File: src/vnr_pkg.sv
`default_nettype none

package vnr_pkg;

    // Widths fixed by the field definitions
    localparam int VAL_W       = 31;
    localparam int OUT_W       = 32;
    localparam int CFG_IDX_W   = 2;
    localparam int SAMPLE_BITS_DEFAULT = 10;

    // Register indexes of the configuration port
    localparam logic [CFG_IDX_W-1:0] REG_MODE = 2'd0;
    localparam logic [CFG_IDX_W-1:0] REG_LOW  = 2'd1;
    localparam logic [CFG_IDX_W-1:0] REG_HIGH = 2'd2;

    // Reset values
    localparam logic [VAL_W-1:0] LOW_RESET  = 31'd0;
    localparam logic [VAL_W-1:0] HIGH_RESET = 31'd256;

    // First bit weight of each fixed word size
    localparam logic [VAL_W-1:0] PLACE_BYTE   = 31'h0000_0080;
    localparam logic [VAL_W-1:0] PLACE_WORD15 = 31'h0000_4000;
    localparam logic [VAL_W-1:0] PLACE_WORD31 = 31'h4000_0000;

    typedef enum logic [1:0] {
        MODE_BYTE   = 2'd0,
        MODE_WORD15 = 2'd1,
        MODE_WORD31 = 2'd2,
        MODE_RANGE  = 2'd3
    } mode_t;

    // Settings handed from the register block to the datapath
    typedef struct packed {
        mode_t             mode;
        logic [VAL_W-1:0]  low;        // signed lower bound
        logic [OUT_W-1:0]  diff_m1;    // high - low - 1, signed
        logic              degenerate; // range holds at most one value
        logic              restart;    // register written: drop partial value
    } cfg_t;

endpackage

`default_nettype wire

File: src/von_neumann_random_ranger.sv
`default_nettype none

// True-random word source fed by converter noise. Only bit 0 of each sample
// is used. Two cascaded von Neumann stages whiten it, so each whitened bit
// takes at least four samples, and sixteen on average for unbiased noise.
// Whitened bits are shifted in MSB first to give an 8-, 15- or 31-bit word,
// or a value in [range_low, range_high) that is rebuilt whenever it reaches
// the range width. One sample is taken every clock while results are being
// collected. A sample is first held in the input register, then processed
// into the result register. While a finished value waits there untaken,
// the next sample is held in the input register and the input stalls
// until the value is transferred out. A write to any register restarts the
// value being built. In range mode with a range of one value or none, every
// sample returns range_low at once.
module von_neumann_random_ranger #(
    parameter int SAMPLE_BITS = vnr_pkg::SAMPLE_BITS_DEFAULT
) (
    input  wire logic                          clk,
    input  wire logic                          rst_n,
    // sample channel
    input  wire logic                          in_valid,
    output logic                               in_ready,
    input  wire logic [SAMPLE_BITS-1:0]        adc_sample,
    // result channel
    output logic                               out_valid,
    input  wire logic                          out_ready,
    output logic signed [vnr_pkg::OUT_W-1:0]   random_value,
    // register writes
    input  wire logic                          cfg_valid,
    output logic                               cfg_ready,
    input  wire logic [vnr_pkg::CFG_IDX_W-1:0] cfg_index,
    input  wire logic [vnr_pkg::VAL_W-1:0]     cfg_data
);
    import vnr_pkg::*;

    cfg_t             cfg;
    logic             in_valid_reg;
    logic             in_bit_reg;
    logic             out_valid_reg;
    logic [OUT_W-1:0] out_value_reg;
    logic             fire;
    logic             direct;
    logic             white_valid;
    logic             white_bit;
    logic             build_valid;
    logic [OUT_W-1:0] build_value;
    logic             res_valid;
    logic [OUT_W-1:0] res_value;

    vnr_cfg u_cfg (
        .clk       (clk),
        .rst_n     (rst_n),
        .cfg_valid (cfg_valid),
        .cfg_ready (cfg_ready),
        .cfg_index (cfg_index),
        .cfg_data  (cfg_data),
        .cfg       (cfg)
    );

    // Process the held sample when the result register can take a value
    assign fire     = in_valid_reg && (!out_valid_reg || out_ready);
    assign in_ready = !in_valid_reg || fire;
    assign direct   = (cfg.mode == MODE_RANGE) && cfg.degenerate;

    vnr_whiten u_whiten (
        .clk         (clk),
        .rst_n       (rst_n),
        .en          (fire && !direct),
        .raw_bit     (in_bit_reg),
        .white_valid (white_valid),
        .white_bit   (white_bit)
    );

    vnr_build u_build (
        .clk         (clk),
        .rst_n       (rst_n),
        .en          (fire && !direct),
        .white_valid (white_valid),
        .white_bit   (white_bit),
        .cfg         (cfg),
        .res_valid   (build_valid),
        .res_value   (build_value)
    );

    // Empty or single-value range returns the lower bound straight away
    assign res_valid = fire && (direct || build_valid);
    assign res_value = direct ? {cfg.low[VAL_W-1], cfg.low} : build_value;

    // Input register: only the noise bit is kept
    always_ff @(posedge clk or negedge rst_n)
    begin
        if (!rst_n)
        begin
            in_valid_reg <= 1'b0;
        end
        else if (in_ready)
        begin
            in_valid_reg <= in_valid;
        end
    end

    always_ff @(posedge clk)
    begin
        if (in_valid && in_ready)
        begin
            in_bit_reg <= adc_sample[0];
        end
    end

    // Result register
    always_ff @(posedge clk or negedge rst_n)
    begin
        if (!rst_n)
        begin
            out_valid_reg <= 1'b0;
        end
        else if (res_valid)
        begin
            out_valid_reg <= 1'b1;
        end
        else if (out_ready)
        begin
            out_valid_reg <= 1'b0;
        end
    end

    always_ff @(posedge clk)
    begin
        if (res_valid)
        begin
            out_value_reg <= res_value;
        end
    end

    assign out_valid    = out_valid_reg;
    assign random_value = out_value_reg;

endmodule

`default_nettype wire

File: src/vnr_cfg.sv
`default_nettype none

module vnr_cfg (
    input  wire logic                          clk,
    input  wire logic                          rst_n,
    input  wire logic                          cfg_valid,
    output logic                               cfg_ready,
    input  wire logic [vnr_pkg::CFG_IDX_W-1:0] cfg_index,
    input  wire logic [vnr_pkg::VAL_W-1:0]     cfg_data,
    output vnr_pkg::cfg_t                      cfg
);
    import vnr_pkg::*;

    mode_t             mode_reg;
    logic [VAL_W-1:0]  low_reg;
    logic [VAL_W-1:0]  high_reg;
    logic [OUT_W-1:0]  diff_m1_reg;
    logic [VAL_W-1:0]  low_next;
    logic [VAL_W-1:0]  high_next;
    logic [OUT_W-1:0]  diff_m1_next;
    logic              wr;
    logic              hit;

    assign cfg_ready = 1'b1;
    assign wr  = cfg_valid && cfg_ready;
    assign hit = wr && (cfg_index == REG_MODE || cfg_index == REG_LOW
                        || cfg_index == REG_HIGH);

    // Bounds as they stand after this transfer
    always_comb
    begin
        low_next  = (wr && cfg_index == REG_LOW)  ? cfg_data : low_reg;
        high_next = (wr && cfg_index == REG_HIGH) ? cfg_data : high_reg;
        // high - low - 1 == high + ~low, both sign extended
        diff_m1_next = {high_next[VAL_W-1], high_next} + ~{low_next[VAL_W-1], low_next};
    end

    always_ff @(posedge clk or negedge rst_n)
    begin
        if (!rst_n)
        begin
            mode_reg    <= MODE_BYTE;
            low_reg     <= LOW_RESET;
            high_reg    <= HIGH_RESET;
            diff_m1_reg <= {1'b0, HIGH_RESET} - {1'b0, LOW_RESET} - OUT_W'(1);
        end
        else if (wr)
        begin
            if (cfg_index == REG_MODE)
            begin
                mode_reg <= mode_t'(cfg_data[1:0]);
            end
            low_reg     <= low_next;
            high_reg    <= high_next;
            diff_m1_reg <= diff_m1_next;
        end
    end

    // diff <= 1 means diff - 1 is zero or negative
    assign cfg.mode       = mode_reg;
    assign cfg.low        = low_reg;
    assign cfg.diff_m1    = diff_m1_reg;
    assign cfg.degenerate = diff_m1_reg[OUT_W-1] || (diff_m1_reg == '0);
    assign cfg.restart    = hit;

endmodule

`default_nettype wire

File: src/vnr_whiten.sv
`default_nettype none

module vnr_whiten (
    input  wire logic clk,
    input  wire logic rst_n,
    input  wire logic en,
    input  wire logic raw_bit,
    output logic      white_valid,
    output logic      white_bit
);
    import vnr_pkg::*;

    logic raw_first_reg;
    logic raw_have_reg;
    logic white_first_reg;
    logic white_have_reg;
    logic b1_valid;

    // First stage yields a bit on an unequal pair; the second bit is the output
    assign b1_valid    = raw_have_reg && (raw_first_reg != raw_bit);
    assign white_valid = b1_valid && white_have_reg && (white_first_reg != raw_bit);
    assign white_bit   = raw_bit;

    always_ff @(posedge clk or negedge rst_n)
    begin
        if (!rst_n)
        begin
            raw_first_reg   <= 1'b0;
            raw_have_reg    <= 1'b0;
            white_first_reg <= 1'b0;
            white_have_reg  <= 1'b0;
        end
        else if (en)
        begin
            if (!raw_have_reg)
            begin
                raw_first_reg <= raw_bit;
            end
            raw_have_reg <= !raw_have_reg;

            // second stage only sees bits the first one passes
            if (b1_valid)
            begin
                if (!white_have_reg)
                begin
                    white_first_reg <= raw_bit;
                end
                white_have_reg <= !white_have_reg;
            end
        end
    end

endmodule

`default_nettype wire

File: src/vnr_build.sv
`default_nettype none

module vnr_build (
    input  wire logic                      clk,
    input  wire logic                      rst_n,
    input  wire logic                      en,
    input  wire logic                      white_valid,
    input  wire logic                      white_bit,
    input  wire vnr_pkg::cfg_t             cfg,
    output logic                           res_valid,
    output logic [vnr_pkg::OUT_W-1:0]      res_value
);
    import vnr_pkg::*;

    logic [VAL_W-1:0] acc_reg;
    logic [VAL_W-1:0] place_reg;
    logic [VAL_W-1:0] acc_next;
    logic [VAL_W-1:0] place_next;
    logic [VAL_W-1:0] span;
    logic [VAL_W-1:0] s1, s2, s4, s8, s16;
    logic [VAL_W-1:0] range_top;
    logic [VAL_W-1:0] start_place;
    logic [VAL_W-1:0] place_cur;
    logic [VAL_W-1:0] acc_base;
    logic [VAL_W-1:0] acc_or;
    logic [VAL_W-1:0] place_sh;
    logic [OUT_W-1:0] ranged;
    logic             too_big;

    // Top set bit of diff - 1: smear right, then keep the leading one
    assign span  = cfg.diff_m1[VAL_W-1:0];
    assign s1    = span | (span >> 1);
    assign s2    = s1 | (s1 >> 2);
    assign s4    = s2 | (s2 >> 4);
    assign s8    = s4 | (s4 >> 8);
    assign s16   = s8 | (s8 >> 16);
    assign range_top = s16 & ~(s16 >> 1);

    always_comb
    begin
        case (cfg.mode)
            MODE_BYTE:   start_place = PLACE_BYTE;
            MODE_WORD15: start_place = PLACE_WORD15;
            MODE_WORD31: start_place = PLACE_WORD31;
            MODE_RANGE:  start_place = range_top;
            default:     start_place = PLACE_BYTE;
        endcase
    end

    // Shift the whitened bit in at the current weight
    assign place_cur = (place_reg == '0) ? start_place : place_reg;
    assign acc_base  = (place_reg == '0) ? '0 : acc_reg;
    assign acc_or    = acc_base | (white_bit ? place_cur : '0);
    assign place_sh  = place_cur >> 1;
    assign too_big   = (cfg.mode == MODE_RANGE) && (acc_or > span);
    assign ranged    = {1'b0, acc_or} + {cfg.low[VAL_W-1], cfg.low};

    always_comb
    begin
        acc_next   = acc_reg;
        place_next = place_reg;
        res_valid  = 1'b0;
        res_value  = {1'b0, acc_or};
        if (en && white_valid)
        begin
            if (too_big)
            begin
                // out of range: start over
                acc_next   = '0;
                place_next = '0;
            end
            else if (place_sh == '0)
            begin
                res_valid  = 1'b1;
                res_value  = (cfg.mode == MODE_RANGE) ? ranged : {1'b0, acc_or};
                acc_next   = '0;
                place_next = '0;
            end
            else
            begin
                acc_next   = acc_or;
                place_next = place_sh;
            end
        end
    end

    always_ff @(posedge clk or negedge rst_n)
    begin
        if (!rst_n)
        begin
            acc_reg   <= '0;
            place_reg <= '0;
        end
        else if (cfg.restart)
        begin
            acc_reg   <= '0;
            place_reg <= '0;
        end
        else
        begin
            acc_reg   <= acc_next;
            place_reg <= place_next;
        end
    end

endmodule

`default_nettype wire

File: config.mk
export PLATFORM = sky130hd
export DESIGN_NAME = von_neumann_random_ranger
export DESIGN_NICKNAME = d
export VERILOG_FILES = /design/src/vnr_pkg.sv /design/src/von_neumann_random_ranger.sv /design/src/vnr_cfg.sv /design/src/vnr_whiten.sv /design/src/vnr_build.sv
export SDC_FILE = /design/constraint.sdc
export NUM_CORES = 1
export LEC_CHECK = 0
export BUFFER_PORTS_ARGS = -buffer_cell sky130_fd_sc_hd__buf_2
export CORE_AREA = 3 3 169 171
export CTS_CLUSTER_SIZE = 14
export DETAILED_ROUTE_END_ITERATION = 8
export DIE_AREA = 0 0 172 174
export GPL_TIMING_DRIVEN = 0
export HOLD_SLACK_MARGIN = 0.15
export PLACE_DENSITY_LB_ADDON = 0.1
export SYNTH_ARGS = -nofsm -noshare
export SYNTH_HDL_FRONTEND = slang
export SYNTH_HIERARCHICAL = 1
export SYNTH_SLANG_ARGS = --single-unit
File: constraint.sdc
create_clock -name clk -period 10.8 [get_ports clk]
set_input_delay 2.16 -clock clk [delete_from_list [all_inputs] [get_ports clk]]
set_output_delay 2.16 -clock clk [all_outputs]
set_load 0.01 [all_outputs]
# Yosys cells after proc, flatten, opt, wreduce, memory -nomap -nowiden
# Cells that the tools add are included.
[totals]
output_inout_bits = 35
register_bits = 197
[op_classes]
order_cmp = 1
reduce_logical = 35
n_eq_ne = 7
muxes = 24
addsub = 2
bitwise = 11
[ops]
columns = ["op", "count"]
rows = [
  ["$mux 31", 12],
  ["$mux 32", 5],
  ["$pmux 31 s4", 1],
  ["$logic_not 31->1", 2],
  ["$add 31x32->32", 1],
  ["$add 32x32->32", 1],
  ["$logic_not 32->1", 1],
  ["$not 32->32", 1],
  ["$and 31x31->31", 1],
  ["$gt 31x31->1", 1],
  ["$not 30->31", 1],
  ["$or 31x15->31", 1],
  ["$or 31x23->31", 1],
  ["$or 31x27->31", 1],
  ["$or 31x29->31", 1],
  ["$or 31x30->31", 1],
  ["$or 31x31->31", 1],
  ["$mux 30", 1],
  ["$logic_and 1x1->1", 13],
  ["$eq 2x2->1 const B", 3],
  ["$logic_or 1x1->1", 6],
  ["$reduce_and 2->1", 3],
  ["$logic_not 1->1", 5],
  ["$mux 1", 5],
  ["6 further kinds", 11],
]

# Logic depth before layout (Yosys ltp)
[depth]
depth_word = 18
depth_mapped = 24
depth_no_buf = 23

# Cells and area by module
# The synthesis kept the hierarchy.
[by_module_without_submodules]
columns = ["module", "area_per_inst_um2", "n_inst", "cells_each", "seq_area_each_um2"]
rows = [
  ["vnr_cfg", 7353.3, 1, 896, 2413.6],
  ["vnr_build", 5765.5, 1, 703, 1526.5],
  ["von_neumann_random_ranger", 1616.6, 1, 80, 1041.0],
  ["vnr_whiten", 214.0, 1, 19, 100.1],
]

# Worst setup path after synthesis
# Ideal clock, no wire load.
[synth_path]
path_type = "register to register"
from = "reg u_cfg.diff_m1_reg[27]"
to = "reg out_value_reg[0] (netlist: random_value[0]) (enable)"
setup_time_ns = 0.461
required_ns = 10.339
arrival_time_ns = 6.021
n_path_buf = 1
setup_slack_ns = 4.318
path_stages_with_launch = 22
cell_sequence = "dfrtp_1 -> nor4_1 -> nand4_2 -> nor4_4 -> and3b_1 -> buf_2 -> nand3_1 -> o21bai_2 -> inv_1 -> o21ai_0 -> ha_1 -> nor2b_1 -> o21a_1 -> o21ai_0 -> a21oi_1 -> o21a_1 -> o21ai_0 -> a21o_1 -> a21oi_1 -> nor2_1 -> a31oi_1 -> nor3_1"
[synth_via]
elab_chain_len = 17
word_cells_on_any_way = 25
classes_between = "order compare: 1; mux: 6; bitwise: 8; reduce/logical: 10"
[synth_lines]
columns = ["item", "line_no", "source"]
rows = [
  ["start, declared", "vnr_cfg.sv:17", "logic [OUT_W-1:0] diff_m1_reg;"],
  ["start signal, assigned", "vnr_cfg.sv:45", "diff_m1_reg <= {1'b0, HIGH_RESET} - {1'b0, LOW_RESET} - OUT_W'(1);"],
  ["start signal, assigned", "vnr_cfg.sv:55", "diff_m1_reg <= diff_m1_next;"],
  ["$or 31x30->31", "vnr_build.sv:32", "assign s1 = span | (span >> 1);"],
  ["$or 31x29->31", "vnr_build.sv:33", "assign s2 = s1 | (s1 >> 2);"],
  ["$or 31x27->31", "vnr_build.sv:34", "assign s4 = s2 | (s2 >> 4);"],
  ["$or 31x23->31", "vnr_build.sv:35", "assign s8 = s4 | (s4 >> 8);"],
  ["$or 31x15->31", "vnr_build.sv:36", "assign s16 = s8 | (s8 >> 16);"],
  ["$not 30->31", "vnr_build.sv:37", "assign range_top = s16 & ~(s16 >> 1);"],
  ["$and 31x31->31", "vnr_build.sv:37", ""],
  ["$pmux 31 s4", "vnr_build.sv:41", "case (cfg.mode)"],
  ["[... 3 more ...]", "-", ""],
  ["$gt 31x31->1", "vnr_build.sv:55", "assign too_big = (cfg.mode == MODE_RANGE) && (acc_or > span);"],
  ["$logic_and 1x1->1", "vnr_build.sv:55", ""],
  ["$mux 1", "vnr_build.sv:66", "if (too_big)"],
  ["$mux 1 *", "vnr_build.sv:64", "if (en && white_valid)"],
  ["via build_valid", "von_neumann_random_ranger.sv:45", "logic build_valid;"],
  ["$logic_or 1x1->1 *", "von_neumann_random_ranger.sv:86", "assign res_valid = fire && (direct || build_valid);"],
  ["$logic_and 1x1->1 *", "von_neumann_random_ranger.sv:86", ""],
  ["via res_valid", "von_neumann_random_ranger.sv:47", "logic res_valid;"],
  ["end signal, assigned", "von_neumann_random_ranger.sv:131", "out_value_reg <= res_value;"],
  ["end, declared", "von_neumann_random_ranger.sv:40", "logic [OUT_W-1:0] out_value_reg;"],
]
# The timed path passes the listed nets; every way through them passes the cells marked *.
# A chain may end at the register's enable or synchronous reset.

# Worst setup path in the final report
[layout_path]
from = "in cfg_index[0] (netlist bit)"
to = "reg u_cfg.diff_m1_reg[25]"
[layout_via]
word_cells_on_any_way = 8
classes_between = "add/sub: 1; eq/ne: 2; mux: 2; bitwise: 1; reduce/logical: 2"
[layout_lines]
columns = ["item", "line_no", "source"]
rows = [
  ["start, declared", "von_neumann_random_ranger.sv:31", "input wire logic [vnr_pkg::CFG_IDX_W-1:0] cfg_index,"],
  ["$eq 2x2->1", "vnr_cfg.sv:33", "high_next = (wr && cfg_index == REG_HIGH) ? cfg_data : high_reg;"],
  ["$logic_and 1x1->1", "vnr_cfg.sv:33", ""],
  ["$mux 31", "vnr_cfg.sv:33", ""],
  ["via u_cfg.high_next[1]", "vnr_cfg.sv:19", "logic [VAL_W-1:0] high_next;"],
  ["$add 32x32->32", "vnr_cfg.sv:35", "diff_m1_next = {high_next[VAL_W-1], high_next} + ~{low_next[VAL_W-1], low_next};"],
]
# The timed path passes the listed nets, and every way through them passes these cells.

==> impl_metrics.tcl <==
set metrics [dict create \
    root_buffer "clkbuf_16" \
    path_clk_slew_ps 80 \
    portBuffers 62 \
    synth-seq-cells 196 \
    place_ws_ps 3010 \
    start_util_pct 55.3 \
    synthCells 1698 \
    start_kind "input pin" \
    syn_area_per_cell_um2 8.80 \
    grt_max_degree 95 \
    critPathBufInv 5 \
    grt_pass1_wl_mm 77.0 \
    required_ps 11170 \
    irDropWorstVdd_uv 134 \
    num_vias 14096 \
    fin_nets 1906 \
    synth-warning-count 6 \
    gp_congestion 1.03 \
    h-tree-depth 4 \
    fin_ws_ps 3360 \
    syn_area_um2 14900 \
    post-dp-hpwl_mm 38.4 \
    yosysUniqueCellTypes 99 \
    design_area_um2 16300 \
    ctsLongestPathBuffers 2 \
    crit_fanout 10 \
    antenna_found_initial 0 \
    row_count 60 \
    post-synth-top-count-cell "nand2_1" \
    yosysSeqAreaShare_pct 34.0 \
    cts.sinks 196 \
    die_area_um2 29900 \
    postRouteWirelength_mm 50.4 \
    final.min_clock_period_ps 7440 \
    finalPower_mw 2.79 \
    die_w_um 172 \
    drive_gt1_share_pct 13.3 \
    max_cap_viol_count 0 \
    cp_slowest_stage_delay_ps 800 \
    grt_use_total_pct 33.3 \
    cp_top_family "buffers and inverters" \
    rsz0062_at_grt "no" \
    cp.arrival_ps 7810 \
    fmax_mhz 134 \
    synth_top_area_share_pct 25.8 \
    power_density_nw_per_um2 171 \
    holdBufCountCts 0 \
    status "finished, final reports clean" \
    path_cells "buf_2, nand3b_4, buf_2, buf_1, clkbuf_1, buf_1, nand2_1, nand2_1, ha_1, a21o_1, maj3_2, a311oi_2, o2111ai_1, a41oi_2, o21ai_2, a31oi_4, mux2_1, o211ai_1" \
    cpMaxStageDelayCell "buf_1" \
    synth_edf_count 33 \
    relSlewSlack_pct 17.0 \
    synth_nets 1822 \
    n_fill_cell 2407 \
    dpl-instance-area_um2 15700 \
    ys_top_cells_by_count "nand2_1 (208), dfrtp_1 (154), nor2_1 (119)" \
    end_kind "register" \
    gr-total-overflow 0 \
    finalHoldViolations 0 \
    ys_async_sr_fraction_pct 83.2 \
    first_global_vias 13329 \
    multiInputGateArea_um2 9020 \
    drc_errors 0 \
    drt-initial-drc-count 1657 \
    dr.pass1.iters 5 \
    tightest_slew_ps 1210 \
    cts.repair.resized 0 \
    clk_latency_ps 460 \
    setup_tns_ps 0 \
    p_leak_nw 7.49 \
    area_growth_pct 9.15 \
    ys_top_cells_by_area "dfrtp_1 (26%), edfxtp_1 (6.6%), ha_1 (6.2%), nand2_1 (5.2%), a21oi_1 (3.7%)" \
    ios 83 \
    clock_skew_ps 25.5 \
    finalSetupViolCount 0 \
    synth_area_leader_cell "dfrtp_1" \
    die_h_um 174 \
    core_area_um2 27000 \
    cts_tree "built" \
    cts_buffers 17 \
    holdCritPathClass "register to register" \
    via_per_inst 6.60 \
    slew_viol_final 0 \
    cts_setup_buffers 0 \
    critPathKind "input pin to register" \
    ys.flop_type "dfrtp_1" \
    finalCritPeriodShare_pct 68.9 \
    wl_per_cell_um 23.6 \
    ant_nets 0 \
    seq_area_um2 5080 \
]
-- power by group --
group          switching [mW]  internal (mW)  leakage [nW]
sequential              0.203          0.882          2.35
clock                   0.333          0.308         0.280
combinational           0.645          0.420          4.86
-- tightest hold or removal path: cells and delay by family, from the launching register on --
kind / cells / cell delay [ps]
flops: 1 / 330
simple gates: 2 / 120
-- kinds of logic (layout without fill, tap and decap cells) --
kind of cell,Yosys count,after routing,synth area share (%)
AOI/OAI and AO/OA,507,507,23.2
xor gates and xnor gates,100,100,5.96
and+or+nand+nor,559,559,19.0
buffers and inverters,192,288,5.68
adders and majority gates,87,87,7.21
DFF,196,196,34.0
other,1,2,0.0251
muxes,56,56,4.91
-- area by class of cell --
type,count,share of cell area (%)
diodes,1,0.0153
clock buffers,17,2.61
multi-input cells,1310,55.3
inverters,92,2.12
plain buffers,100,3.09
clock inverters,14,0.867
repair buffers,65,2.25
flip-flops and latches,196,31.1
well taps,341,2.61
-- cells in the final DEF (no fill, tap or decap), types with 12 or more instances in the layout --
cell       Yosys  layout
nand2_1      208     208
dfrtp_1      154     154
nor2_1       119     119
a21oi_1      111     111
o21ai_0       97      97
inv_1         92      92
buf_2         21      82
ha_1          74      74
a22o_1        59      59
xnor2_1       54      54
clkbuf_1      45      45
xor2_1        44      44
nand2b_1      34      34
edfxtp_1      33      33
mux2_4        30      30
a21o_1        29      29
nor4_1        28      28
o22ai_1       24      24
a31oi_1       23      23
nor3_1        23      22
nand3_1       21      21
nand4_1       20      20
nor2b_1       19      19
mux2_2        17      17
clkbuf_16      0      17
a22oi_1       16      16
o211ai_1      15      15
buf_4         13      14
nor4bb_1      14      14
a211oi_1      13      13
buf_1         13      13
and3_1        12      12
-- stage by stage --
step	hold slack (ps)	util, %	instances
floorplan	439	-	1698
global placement	451	58.0	2101
detailed placement	458	58.3	2104
CTS	480	60.4	2135
global route	508	60.4	2135
finish	478	60.4	2136
-- final timing paths --
| kind | depth (start not counted) | slack [ps] | from | end |
|---|---|---|---|---|
| max reg2reg | 18 | 3700 | u_cfg/diff_m1_reg[28] | random_value[11] |
| max in group asynchronous | 2 | 8220 | rst_n | u_build/place_reg[20] |
| max | 18 | 3360 | cfg_index[0] | u_cfg/diff_m1_reg[25] |
| min | 2 | 480 | u_cfg/high_reg[28] | u_cfg/high_reg[28] |
| min in group asynchronous | 1 | 1680 | rst_n | u_build/place_reg[27] |
| min reg2reg | 2 | 480 | u_cfg/high_reg[28] | u_cfg/high_reg[28] |
-- layer usage --
layer,track usage [%],vias up,routed length (µm)
met2,51.9,750,22600
met1,45.2,6820,20900
li1,-,6411,-
met4,14.1,0,2100
met5,0,-,0
met3,6.25,115,4740
(Power assumes the default switching activity.)
